--- config.mk ---
export PLATFORM = sky130hd
export DESIGN_NAME = kpe_ctrl
export DESIGN_NICKNAME = d
export VERILOG_FILES = /design/src/rtl/core/kpe_pkg.sv /design/src/rtl/core/kpe_ctrl.sv
export SDC_FILE = /design/constraint.sdc
export NUM_CORES = 1
export LEC_CHECK = 0
export ABC_AREA = 0
export ABC_CLOCK_PERIOD_IN_PS = 3250
export BUFFER_PORTS_ARGS = -buffer_cell sky130_fd_sc_hd__buf_4
export CORE_AREA = 5 5 42 44
export DETAILED_ROUTE_END_ITERATION = 10
export DIE_AREA = 0 0 47 49
export GPL_ROUTABILITY_DRIVEN = 0
export HOLD_SLACK_MARGIN = 0.06
export PLACE_DENSITY = 0.59
export REMOVE_ABC_BUFFERS = 1
export SLEW_MARGIN = 20
export SYNTH_ARGS = -nofsm -noshare
export SYNTH_HDL_FRONTEND = slang
export SYNTH_SLANG_ARGS = --single-unit
--- constraint.sdc ---
create_clock -name clk -period 3.25 [get_ports clk]
set_input_delay 0.65 -clock clk [delete_from_list [all_inputs] [get_ports clk]]
set_output_delay 0.65 -clock clk [all_outputs]
set_load 0.05 [all_outputs]
--- src/rtl/core/kpe_pkg.sv ---
`timescale 1ns / 1ps
`default_nettype none
// ---------------------------------------------------------------------------
// kpe_pkg: shared definitions for the Kronecker power element block
// Field widths, register indexes, fixed-point constants, reciprocal table
// and the command and status structs between controller and datapath.
// ---------------------------------------------------------------------------
package kpe_pkg;

	localparam int MAX_BASE_DEF  = 8;
	localparam int MAX_POWER_DEF = 8;

	localparam int FRAC_BITS = 16;
	localparam int VAL_W     = 17;
	localparam int IDX_W     = 24;
	localparam int CFG_W     = 4;
	localparam int CFG_IDX_W = 4;

	localparam logic [VAL_W-1:0] ONE_Q = VAL_W'(1) << FRAC_BITS;

	localparam logic [CFG_IDX_W-1:0] REG_BASE_SIZE = CFG_IDX_W'(0);
	localparam logic [CFG_IDX_W-1:0] REG_POWER     = CFG_IDX_W'(1);

	localparam logic [CFG_W-1:0] BASE_SIZE_RST = CFG_W'(2);
	localparam logic [CFG_W-1:0] POWER_RST     = CFG_W'(1);

	localparam logic FUNC_LOAD  = 1'b0;
	localparam logic FUNC_QUERY = 1'b1;

	// ceil(2^RECIP_SHIFT / m) gives an exact quotient for any IDX_W-bit dividend
	localparam int RECIP_SHIFT = IDX_W + CFG_W;
	localparam int RECIP_W     = RECIP_SHIFT;

	function automatic logic [RECIP_W-1:0] recip_of(input logic [CFG_W-1:0] m);
		logic [RECIP_W-1:0] r;
		unique case (m)
			4'd3:    r = 28'd89478486;
			4'd4:    r = 28'd67108864;
			4'd5:    r = 28'd53687092;
			4'd6:    r = 28'd44739243;
			4'd7:    r = 28'd38347923;
			4'd8:    r = 28'd33554432;
			4'd9:    r = 28'd29826162;
			4'd10:   r = 28'd26843546;
			4'd11:   r = 28'd24403224;
			4'd12:   r = 28'd22369622;
			4'd13:   r = 28'd20648882;
			4'd14:   r = 28'd19173962;
			4'd15:   r = 28'd17895698;
			default: r = 28'd134217728;
		endcase
		return r;
	endfunction

	typedef struct packed {
		logic start;
		logic div;
		logic digit;
		logic mul;
		logic load_out;
		logic write_entry;
	} cmd_t;

	typedef struct packed {
		logic last_digit;
		logic out_busy;
	} status_t;

endpackage
`default_nettype wire

--- src/rtl/core/kpe_ctrl.sv ---
`timescale 1ns / 1ps
`default_nettype none
// ---------------------------------------------------------------------------
// kpe_ctrl: sequencer of the Kronecker power element block
// Accepts items; for a query, steps the datapath through a divide and a digit
// state per index digit, then hands the result to the output register.
// ---------------------------------------------------------------------------
module kpe_ctrl (
	input  wire              clk,
	input  wire              arst_n,
	input  wire              item_valid,
	input  wire              item_func,
	output logic             item_ready,
	input  kpe_pkg::status_t status,
	output kpe_pkg::cmd_t    cmd
);

	typedef enum logic [4:0] {
		ST_IDLE  = 5'b00001,
		ST_DIV   = 5'b00010,
		ST_DIGIT = 5'b00100,
		ST_FINAL = 5'b01000,
		ST_OUT   = 5'b10000
	} state_t;

	state_t state_q;
	state_t state_d;

	always_comb begin
		state_d    = state_q;
		cmd        = '0;
		item_ready = 1'b0;
		unique case (state_q)
			ST_IDLE: begin
				item_ready = 1'b1;
				if (item_valid) begin
					if (item_func == kpe_pkg::FUNC_QUERY) begin
						cmd.start = 1'b1;
						state_d   = ST_DIV;
					end else begin
						cmd.write_entry = 1'b1;
					end
				end
			end
			ST_DIV: begin
				cmd.div = 1'b1;
				cmd.mul = 1'b1;
				state_d = ST_DIGIT;
			end
			ST_DIGIT: begin
				cmd.digit = 1'b1;
				state_d   = status.last_digit ? ST_FINAL : ST_DIV;
			end
			ST_FINAL: begin
				cmd.mul = 1'b1;
				state_d = ST_OUT;
			end
			ST_OUT: begin
				// hold until the output register is free
				if (!status.out_busy) begin
					cmd.load_out = 1'b1;
					state_d      = ST_IDLE;
				end
			end
			default: state_d = ST_IDLE;
		endcase
	end

	always_ff @(posedge clk or negedge arst_n) begin
		if (!arst_n) begin
			state_q <= ST_IDLE;
		end else begin
			state_q <= state_d;
		end
	end

endmodule
`default_nettype wire

==> results by group <==
Timing
  – Worst Hold Slack: just over 200 ps
  – Worst slew pin tran: 295 ps
  – Final Max Tran Viols: 0
  – F_max: 0.383 GHz
  – Clock Skews: 3.32 ps
  – Relative slew slack: approximately 80%
  – RSZ-0062 raised after global routing: false
  – Hold Vio Cnt, Final: 0
  – Worst setup margin: roughly 640 ps
  – Setup TNS: 0 ps
  – Tmin final: 2610 ps
  – Final Setup Violations: 0
  – Fin crit share: 80.2%

Drt
  – Vias: 321
  – Drt pass-1 iters: 4
  – Detailed-route wire length: 753 µm
  – Via density: 4.65
  – Iteration-0 DRC count of the detailed router: 3
  – Drt wl/cell: 10.9 µm
  – Antenna Nets Post-Route: 0
  – DRC viols: 0

Finish
  – Commonest non-fill, non-tap cell in the layout: buf_4
  – Commonest non-fill, non-tap cells in the layout: buf_4, nor2_1, nand2_1, dfrtp_1
  – Ratio of cells with drive above 1 in the final layout: around 36%
  – Largest Register: state_q
  – Final Core Density: 32.6%
  – Post-route insts no fill: 69
  – Number of fill cells: 155
  – Final net count: 60
  – Area Growth Syn to Fin: 32.7%
  – Biggest regs: state_q: 5 flops
  – Reg area: roughly 130 µm²
  – Footprint of the multi-input gates: around 190 µm²
  – Antenna cells: 0
  – Max FFs per register: 5

Run status
  – Status: completed

Logic synthesis
  – Post-synthesis cell count: 41
  – Synth warn: 0
  – Area share of the largest cell type after synthesis: 29.1%
  – Distinct cells, synth: 23
  – Synth Register Bits: 5
  – Mean Syn Cell Area: 8.39 µm²
  – Synth top area cells: dfrtp_1, dfstp_2, nor2b_1, xnor2_1, a21oi_1
  – Synthesized cell area: 344 µm²
  – Area leader, netlist: dfrtp_1
  – Seq/Total Area, Yosys: 36.7%

Global route
  – Number of antenna violations at the first check in global routing: 0
  – Vias in the first global route: 295
  – GR Util All Layers: 7.08%
  – GRT overflow: 0
  – Global-route wire length before repair: 1190 µm
  – Largest net degree at the start of global routing: 10

Power and ir drop
  – P_int: 194 µW
  – Pwr dens: 763 nW/µm²
  – Sequential Power Share: 29.8%
  – Lkg Pwr: roughly 0.2 nW
  – Combinational share of power: roughly half
  – Max IR drop VDD: 0.345 mV
  – Clock Power Share: 20.1%
  – Sw Ratio: ~44%
  – NetSw: 154 µW

Floorplanning
  – DIE AREA: 2300 µm²
  – Starting Density: 24.6%
  – Ports: 13
  – Die H: roughly 50 µm
  – Horiz. Die Dim: around 47 µm
  – Row count: 14
  – Core Footprint: 1400 µm²

Clock tree
  – Root Buffer: clkbuf_4
  – Clock Path Buffers: 2
  – CTS tree: yes
  – Clock-pin slew on the worst setup and hold paths: ~40 ps
  – H-tree levels: 1
  – Post-CTS Resized: 0
  – Worst skew pair latency: approximately 240 ps
  – Cts hold-fix bufs: 0
  – # clock sinks: 5
  – Total CTS buffers: 3
  – Setup Buffers After CTS: 0

Setup path
  – Crit path kind: reg -> out
  – Worst-path fanout max: 9
  – CP max stage cell: dfrtp_1
  – Slowest stage delay, CP: ~470 ps
  – CP cell instances: or3_4 > or3b_4 > nor3b_1 > buf_4
  – CP Data Required Time: around 2600 ps
  – Crit. End Element: output port
  – Type of origin of the critical path: flop
  – R2R cell count: 5
  – Arr. time, crit path: 1960 ps

Placement
  – Placed Instances: 65
  – Port buffer count: 12
  – Post-place setup slack: 904 ps
  – Detailed placement HPWL: 576 µm

Job
  – Reported max-cap violation count: 0

Worst hold path
  – Hold Path Class: in -> async
## critical path, delay by kind of cell, from the launching register on
kind	cells	cell delay, ps
buffers and inverters	1	230
and+or+nand+nor	3	1020
DFF	1	470
## path summary, 6_finish.rpt
path	from	end	slack, ps
max in group asynchronous	arst_n	state_q[0]$_DFFE_PN1P_	2850
min in group clk	state_q[4]$_DFFE_PN0P_	state_q[2]$_DFFE_PN0P_	580
max	state_q[3]$_DFFE_PN0P_	cmd[0]	640
min	arst_n	state_q[2]$_DFFE_PN0P_	200
max reg2reg	state_q[3]$_DFFE_PN0P_	state_q[0]$_DFFE_PN1P_	1560
min reg2reg	state_q[4]$_DFFE_PN0P_	state_q[2]$_DFFE_PN0P_	580
## synth_stat cells (all sizes together)
library cell	n
nor2b	3
nor3b	2
xnor2	2
nand4b	1
dfrtp	4
nor4	1
nor2	4
o31ai	1
dfstp	1
a32oi	1
nor4b	1
and2	1
or3b	1
or3	1
a31oi	1
clkbuf	2
inv	2
a21oi	3
buf	2
nand2	4
nor3	3
## metrics by stage
stage	power (mW)	area [µm²]
3_3_place_gp	0.282	430
6_report	0.348	457
3_5_place_dp	0.280	430
4_1_cts	0.354	457
2_1_floorplan	0.232	320
5_1_grt	0.374	457
## power by group through the flow
stage	Combinational, mW	Sequential [mW]	Clock, mW
after floorplan	0.134	0.0977	0
after global placement	0.175	0.106	0
after detailed placement	0.175	0.104	0
after CTS	0.176	0.104	0.0734
after global routing	0.189	0.107	0.0786
final	0.175	0.104	0.0699
## cells by family after synthesis
kind of cell | after synthesis | synth area share (%)
flops | 5 | 36.7
compound gates | 6 | 10.9
simple gates | 22 | 38.2
xor+xnor | 2 | 5.09
buf+inv | 6 | 9.09
## cell type report
| type | count | share of cell area [%] |
|---|---|---|
| timing repair buffer | 12 | 19.7 |
| multi-input combinational | 30 | 40.8 |
| tap | 16 | 4.38 |
| inverter | 2 | 1.64 |
| sequential | 5 | 27.7 |
| clock buffer | 4 | 5.75 |
## routing by layer
layer	track usage (%)	vias up	wire (µm)
li1	-	168	-
met1	10.7	141	384
met2	8.14	12	321
met3	3.69	0	47
met4	2.76	0	0
met5	0	-	0
No activity file was read; power rests on OpenSTA's default activity.
